$ cat src/sv/mxst_pkg.sv
// Package for the max-XOR subarray core: sizes, node layout, control structs.
// Depends on nothing; the interfaces, core, datapath, controller and checker use it.
`timescale 1ns / 1ps

package mxst_pkg;

    localparam int VALUE_BITS = 31;
    localparam int MAX_ITEMS  = 1024;

    // Node store: root plus one path per stored prefix, prefixes 0..MAX_ITEMS
    localparam int NODE_CAP = 1 + (MAX_ITEMS + 1) * VALUE_BITS;
    localparam int NODE_AW  = $clog2(NODE_CAP);
    localparam int NCNT_W   = $clog2(NODE_CAP + 1);
    localparam int POS_W    = $clog2(MAX_ITEMS + 1);
    localparam int LVL_W    = $clog2(VALUE_BITS + 1);
    localparam int BIX_W    = $clog2(VALUE_BITS);

    typedef logic [VALUE_BITS-1:0] value_t;
    typedef logic [POS_W-1:0]      pos_t;
    typedef logic [NODE_AW-1:0]    node_addr_t;

    // A link of zero means no child; the root is never a child
    typedef struct packed {
        node_addr_t link1;
        node_addr_t link0;
        pos_t       latest;
    } node_t;

    localparam int NODE_W = $bits(node_t);

    // Controller to datapath
    typedef struct packed {
        logic accept;
        logic ins_begin;
        logic ins_zero;
        logic ins_step;
        logic qry_begin;
        logic qry_step;
        logic qry_end;
        logic out_load;
    } dp_cmd_t;

    // Datapath to controller
    typedef struct packed {
        logic start;
        logic ovf;
        logic qry_last;
        logic ins_last;
        logic out_free;
    } dp_sts_t;

endpackage

$ cat src/sv/mxst_ctrl.sv
// Controller of the max-XOR subarray core: sequences restart insert, query
// walk, insert walk and result load. Depends on mxst_pkg.
`timescale 1ns / 1ps

module mxst_ctrl (
    input  logic              clk,
    input  logic              rst_n,
    input  logic              in_valid,
    output logic              in_ready,
    output mxst_pkg::dp_cmd_t cmd,
    input  mxst_pkg::dp_sts_t sts
);
    import mxst_pkg::*;

    typedef enum logic [2:0] {
        S_IDLE,
        S_DECIDE,
        S_ZINS,
        S_QRY_BEGIN,
        S_QRY,
        S_QRY_END,
        S_INS,
        S_OUT
    } state_t;

    state_t state_reg;
    state_t state_next;

    always_comb
    begin
        state_next = state_reg;
        cmd        = '0;
        in_ready   = 1'b0;
        unique case (state_reg)
            S_IDLE:
            begin
                in_ready   = 1'b1;
                cmd.accept = in_valid;
                if (in_valid)
                begin
                    state_next = S_DECIDE;
                end
            end
            S_DECIDE:
            begin
                priority if (sts.start)
                begin
                    cmd.ins_begin = 1'b1;
                    cmd.ins_zero  = 1'b1;
                    state_next    = S_ZINS;
                end
                else if (sts.ovf)
                begin
                    state_next = S_OUT;
                end
                else
                begin
                    state_next = S_QRY_BEGIN;
                end
            end
            S_ZINS:
            begin
                cmd.ins_step = 1'b1;
                if (sts.ins_last)
                begin
                    state_next = S_QRY_BEGIN;
                end
            end
            S_QRY_BEGIN:
            begin
                cmd.qry_begin = 1'b1;
                state_next    = S_QRY;
            end
            S_QRY:
            begin
                cmd.qry_step = 1'b1;
                if (sts.qry_last)
                begin
                    state_next = S_QRY_END;
                end
            end
            S_QRY_END:
            begin
                cmd.qry_end   = 1'b1;
                cmd.ins_begin = 1'b1;
                state_next    = S_INS;
            end
            S_INS:
            begin
                cmd.ins_step = 1'b1;
                if (sts.ins_last)
                begin
                    state_next = S_OUT;
                end
            end
            S_OUT:
            begin
                if (sts.out_free)
                begin
                    cmd.out_load = 1'b1;
                    state_next   = S_IDLE;
                end
            end
            default:
            begin
                state_next = S_IDLE;
            end
        endcase
    end

    always_ff @(posedge clk or negedge rst_n)
    begin
        if (!rst_n)
        begin
            state_reg <= S_IDLE;
        end
        else
        begin
            state_reg <= state_next;
        end
    end
endmodule

$ cat config.mk
export PLATFORM = sky130hd
export DESIGN_NAME = mxst_ctrl
export DESIGN_NICKNAME = d
export VERILOG_FILES = /design/src/sv/mxst_pkg.sv /design/src/sv/mxst_ctrl.sv
export SDC_FILE = /design/constraint.sdc
export NUM_CORES = 1
export LEC_CHECK = 0
export BUFFER_PORTS_ARGS = -buffer_cell sky130_fd_sc_hd__buf_4
export CELL_PAD_IN_SITES_DETAIL_PLACEMENT = 1
export CELL_PAD_IN_SITES_GLOBAL_PLACEMENT = 2
export CORE_UTILIZATION = 16
export CTS_CLUSTER_DIAMETER = 30
export DETAILED_ROUTE_END_ITERATION = 16
export PLACE_DENSITY = 0.71
export SLEW_MARGIN = 20
export SYNTH_ARGS = -nofsm -noshare
export SYNTH_HDL_FRONTEND = slang
export SYNTH_SLANG_ARGS = --single-unit
$ cat constraint.sdc
create_clock -name clk -period 0.9 [get_ports clk]
set_input_delay 0.18 -clock clk [delete_from_list [all_inputs] [get_ports clk]]
set_output_delay 0.18 -clock clk [all_outputs]
set_load 0.05 [all_outputs]
==> run summary, run 1 <==
status = complete, but fails checks
violated checks = negative setup slack
GR peak layer = met2
# IOs = 17
Cell Area, Synth = 255 µm²
Post-DRT Antenna Nets = 0
clock-pin slew reported for the worst setup and hold paths after clock tree synthesis = 0.04 ns
CTS tree = yes
Slew headroom = 85.3%
switching part of the total = 47.7%
layout cell share with drive strength beyond 1 = 87.1%
WL final = 1150 µm
critical path class = register to output pin
Hold Path Class = primary input to async pin
max-cap violations = 0
final setup violation count = 12
met2 Usage GRT = 21.6%
peak supply drop = 0.00138 V
Initial Util = 16.9%
fmax = 0.716 GHz
gp weighted congestion = 0.699
buffers plus inverters on the worst setup path = 2
syn_area_per_cell = 7.73 µm²
Global Route met3 Usage = 1.74%
Hold Slack = 0.264 ns
fin cells = 86
GR Util met1 = 15.7%
H-tree levels = 1
CP max stage delay = 0.46 ns
worst slew pin tran = 0.220 ns
Startpoint Class = register
combinational fraction of design power = 79.1%
Clock Skews = 0.00423 ns
Starting DRT DRC Count = 3
Arr. time, crit path = 1.22 ns
Clk pwr share = 8.4%
drt first pass iters = 4
overall global routing resource usage = 13.5%
pre-CTS setup slack = -0.409 ns
Fin. Hold Viols = 0
worst setup margin = -0.497 ns
dpl cells = 73
syn nets = 41
total core area = 1510 µm²
Power Density = 3750 nW/µm²
largest net degree at the start of global routing = 7
vias per cell = 4.55
num rows = 14
# diodes = 0
crit path cell chain = buf_4 > nor3b_4 > buf_6
Gate Count Post-Synth = 33
Synth Register Bits = 3
Critical Path End Type = output pin
internal power = 1.54 mW
post-layout min period = 1.40 ns
Num CTS Buffers = 3
max reg flops = 3
clock tree buffer depth = 2
Top Family by Delay on Critical Path = flip-flops
Clock Tree Root = clkbuf_4
Sink Count = 3
crit path max-delay cell type = dfrtp_2
Reg power frac = 12.5%
Die H = 41.9 µm
Required @ worst endpoint = 0.72 ns
Synth cell types = 17
first-pass GRT wire length = 1770 µm
Vias = 391
Synth Warn # = 0
sequential share of the synthesized area = 29.4%
Die X-Extent = 41.9 µm
Post-DP HPWL = 684 µm
commonest non-fill, non-tap cells in the layout = buf_6 (22), buf_4 (13)
wire length per cell = 13.4 µm
RSZ-0062 raised after global routing = true
gr ovfl total = 0
Tcrit/Tclk final = 155%
crit-path max FO = 5
I/O Buffers = 16
initial antenna violation count = 0
commonest non-fill, non-tap cell in the layout = buf_6
Die Area = 1760 µm²
DRC = 0
worst skew pair latency = 0.24 ns
Psw = 1.40 mW
final max-slew violation count = 0
P_leak = 0.364 nW
area grow syn2layout = 207%
Layout Nets = 79
number of global-route vias before repair = 414
-- synthesized netlist by cell type --
| library cell | instances | area share, % |
|---|---|---|
| nor4bb_1 | 1 | 3.9 |
| a21oi_1 | 2 | 3.9 |
| nor3b_1 | 2 | 5.9 |
| o32ai_2 | 1 | 6.4 |
| o21a_1 | 1 | 2.9 |
| dfrtp_1 | 3 | 29 |
| nand3_1 | 1 | 2.0 |
| nand2b_1 | 2 | 4.9 |
| inv_1 | 1 | 1.5 |
| nor2_1 | 5 | 7.4 |
| nor2b_1 | 3 | 7.4 |
| o21ai_1 | 1 | 2.0 |
| inv_2 | 1 | 1.5 |
| nor3_1 | 3 | 5.9 |
| nand2_1 | 3 | 4.4 |
| buf_2 | 1 | 2.0 |
| buf_6 | 2 | 8.8 |
-- path summary, 6_finish.rpt --
kind / start / end / slack (ns) / cells past startpoint
min in group clk: sts[2] / state_reg[0] / 0.33 / 4
max in group asynchronous: rst_n / state_reg[1] / 0.53 / 2
max: state_reg[1] / cmd[1] / -0.50 / 3
min: rst_n / state_reg[0] / 0.26 / 2
min reg2reg: state_reg[0] / state_reg[2] / 0.74 / 3
max reg2reg: state_reg[1] / state_reg[0] / -0.35 / 5
-- power groups by stage --
stage          logic (mW)  registers, mW  clock network (mW)
2_1_floorplan        1.27          0.241                   0
3_3_place_gp         1.63          0.328                   0
3_5_place_dp         1.65          0.331                   0
4_1_cts              1.97          0.352               0.267
5_1_grt              2.44          0.386               0.266
6_report             2.33          0.367               0.247
-- layer usage --
metal  vias up  wire length [µm]
met5         -                 0
met4         0                29
met3         4                38
met2        15               619
met1       187               462
li1        185                 -
-- logic make-up (layout without fill, tap and decap cells) --
kind of cell           Yosys count  count (layout)  share of synthesized area (%)
buffers and inverters            5              42                           13.7
and+or+nand+nor                 20              20                           41.7
DFF                              3               3                           29.4
AOI/OAI and AO/OA                5               5                           15.2
-- per-stage QoR --
step / setup TNS [ns] / util, % / power (mW) / instance area (µm²)
floorplan: -3.00 / - / 1.51 / 365
global placement: -3.46 / 36.8 / 1.96 / 554
detailed placement: -3.70 / 36.8 / 1.98 / 554
CTS: -5.01 / 46.1 / 2.59 / 694
global route: -5.67 / 52.0 / 3.10 / 783
finish: -5.05 / 52.0 / 2.94 / 783
-- area by class of cell --
class                   count  area, µm²
fillers                   158        723
repair buffers             36        355
multi-input cells          25        295
flip-flops and latches      3       78.8
clock buffers               4       26.3
well taps                  16       20.0
inverters                   2       7.51
-- what timing repair did --
| item | in CTS | in global routing |
|---|---|---|
| gates resized for setup | 21 | 15 |
| pin swaps | 8 | 8 |
| endpoints found under the setup margin | 12 | 12 |
| setup buffers | 4 | 5 |
| hold endpoints to repair | 3 | 0 |
| hold buffers | 1 | 0 |
No activity file was read; power rests on OpenSTA's default activity.
==> inputs of run 2 (changes only) <==
MAX_ROUTING_LAYER = met4   (was not set)
==> run 2 against run 1 <==
Compared with the run above:
- non-clock buffer count stayed put
- clock skew hardly changed
- fmax hardly changed
- highest routed layer unchanged
- sequential share of layout area stayed put
- via count is 0.77% higher
- utilization stayed put
- hold slack hardly changed
- total power hardly changed
- the flow still finishes with violations (negative setup slack)
- count of clock-buffer cells in the layout stayed put
- sequential cell count stayed put
- global-route usage is 0.38 points higher
- first-iteration DRC count is 33% higher
==> run summary, run 2 (synthesized netlist as in run 1, its figures left out) <==
Die Area = 1760 µm² (unchanged)
worst slew pin tran = 0.220 ns (unchanged)
Die X-Extent = 41.9 µm (unchanged)
Initial Util = 16.9% (unchanged)
Arr. time, crit path = 1.22 ns (about the same)
gr ovfl total = 0 (unchanged)
Slew headroom = 85.3% (unchanged)
peak supply drop = 0.00138 V (about the same)
fmax = 0.716 GHz (about the same)
Num CTS Buffers = 3 (unchanged)
worst r2r dst = state_reg[0] (unchanged)
Required @ worst endpoint = 0.72 ns (about the same)
final max-slew violation count = 0 (unchanged)
total core area = 1510 µm² (unchanged)
H-tree levels = 1 (unchanged)
worst skew pair latency = 0.24 ns (about the same)
area grow syn2layout = 207% (unchanged)
initial antenna violation count = 0 (unchanged)
wire length per cell = 13.4 µm (unchanged)
Clock Skews = 0.00428 ns (was 0.00423 ns)
number of global-route vias before repair = 414 (unchanged)
largest net degree at the start of global routing = 7 (unchanged)
P_leak = 0.364 nW (unchanged)
crit-path max FO = 5 (unchanged)
drt first pass iters = 4 (unchanged)
Hold Slack = 0.264 ns (about the same)
vias per cell = 4.58 (was 4.55)
clock tree buffer depth = 2 (unchanged)
Hold Path Class = primary input to async pin (unchanged)
Post-DRT Antenna Nets = 0 (unchanged)
first-pass GRT wire length = 1770 µm (unchanged)
r2r setup slk = -0.35 ns (about the same)
Vias = 394 (was 391)
Power Density = 3750 nW/µm² (about the same)
RSZ-0062 raised after global routing = true (unchanged)
DRC = 0 (unchanged)
max-cap violations = 0 (unchanged)
Layout Nets = 79 (unchanged)
Starting DRT DRC Count = 4 (was 3)
Seq. cell area = 78.8 µm² (unchanged)
Post-DP HPWL = 684 µm (unchanged)
# diodes = 0 (unchanged)
post-layout min period = 1.40 ns (about the same)
Die H = 41.9 µm (unchanged)
FF-to-FF Start = state_reg[1] (unchanged)
Fin. Hold Viols = 0 (unchanged)
fill cell count = 158 (unchanged)
commonest non-fill, non-tap cells in the layout = buf_6 (22), buf_4 (13) (unchanged)
num rows = 14 (unchanged)
# IOs = 17 (unchanged)
Startpoint Class = register (unchanged)
Critical Path End Type = output pin (unchanged)
critical path class = register to output pin (unchanged)
Sink Count = 3 (unchanged)
Clock Tree Root = clkbuf_4 (unchanged)
commonest non-fill, non-tap cell in the layout = buf_6 (unchanged)
final setup violation count = 12 (unchanged)
I/O Buffers = 16 (unchanged)
layout cell share with drive strength beyond 1 = 87.1% (unchanged)
WL final = 1150 µm (unchanged)
R2R cell count = 5 (unchanged)
max reg flops = 3 (unchanged)
Tcrit/Tclk final = 155% (about the same)
CTS tree = yes (unchanged)
violated checks = negative setup slack (unchanged)
overall global routing resource usage = 13.9% (was 13.5%)
Multi-input gate area = 295 µm² (unchanged)
pre-CTS setup slack = -0.409 ns (unchanged)
clock-pin slew reported for the worst setup and hold paths after clock tree synthesis = 0.04 ns (about the same)
worst setup margin = -0.497 ns (about the same)
gp weighted congestion = 0.706 (was 0.699)
status = complete, but fails checks (unchanged)
==> run 2: cell counts in the layout (fill, tap and decap cells not counted) <==
Identical to the previous run, type by type.
==> run 2: final cells by class <==
class | count | share of cell area (%)
repair buffers | 36 | 45.4
multi-input cells | 25 | 37.7
flip-flops and latches | 3 | 10.1
clock buffers | 4 | 3.35
well taps | 16 | 2.56
inverters | 2 | 0.958
==> run 2: where the power goes <==
part           internal (mW)  total [mW]  switching, mW
combinational           1.16        2.33           1.17
sequential             0.213       0.367          0.154
clock                  0.167       0.247         0.0803
==> run 2: what timing repair did <==
item / 4_1_cts / 5_1_grt
gates cloned: 0 / 0
setup buffers: 4 / 5
hold buffers: 1 / 0
pin swaps: 8 / 8
setup endpoints to repair: 12 / 12
gates resized for setup: 21 / 15
hold endpoints to repair: 3 / 0
==> run 2: worst max path at each step <==
stage	from	to	slack, ns	cells past startpoint
after floorplan	state_reg[1]	cmd[5]	-0.50	2
after global routing	state_reg[1]	cmd[5]	-0.56	2
final	state_reg[1]	cmd[1]	-0.50	3
after global placement	state_reg[2]	cmd[0]	-0.37	4
after CTS	state_reg[1]	cmd[6]	-0.50	3
after detailed placement	state_reg[2]	cmd[0]	-0.41	4
==> run 2: routing by layer <==
metal	global-route usage, %	routed length [µm]	share of wire, %
met2	21.6	619	54
met5	-	0	0
met4	11.6	29	2.5
met3	1.74	38	3.3
met1	15.7	461	40
==> run 2: worst max-delay path, cell delays in order (launching register included) <==
cell	delay, ns
dfrtp_2	0.46
buf_4	0.18
nor3b_4	0.17
buf_6	0.18
==> run 2: through the flow <==
stage | cells | setup TNS [ns] | cell area, µm² | power, mW | utilization [%]
after floorplan | 33 | -3.00 | 365 | 1.51 | -
after global placement | 73 | -3.46 | 554 | 1.96 | 36.8
after detailed placement | 73 | -3.70 | 554 | 1.98 | 36.8
after CTS | 82 | -5.01 | 694 | 2.59 | 46.1
after global routing | 86 | -5.67 | 783 | 3.10 | 52.0
final | 86 | -5.05 | 783 | 2.94 | 52.0
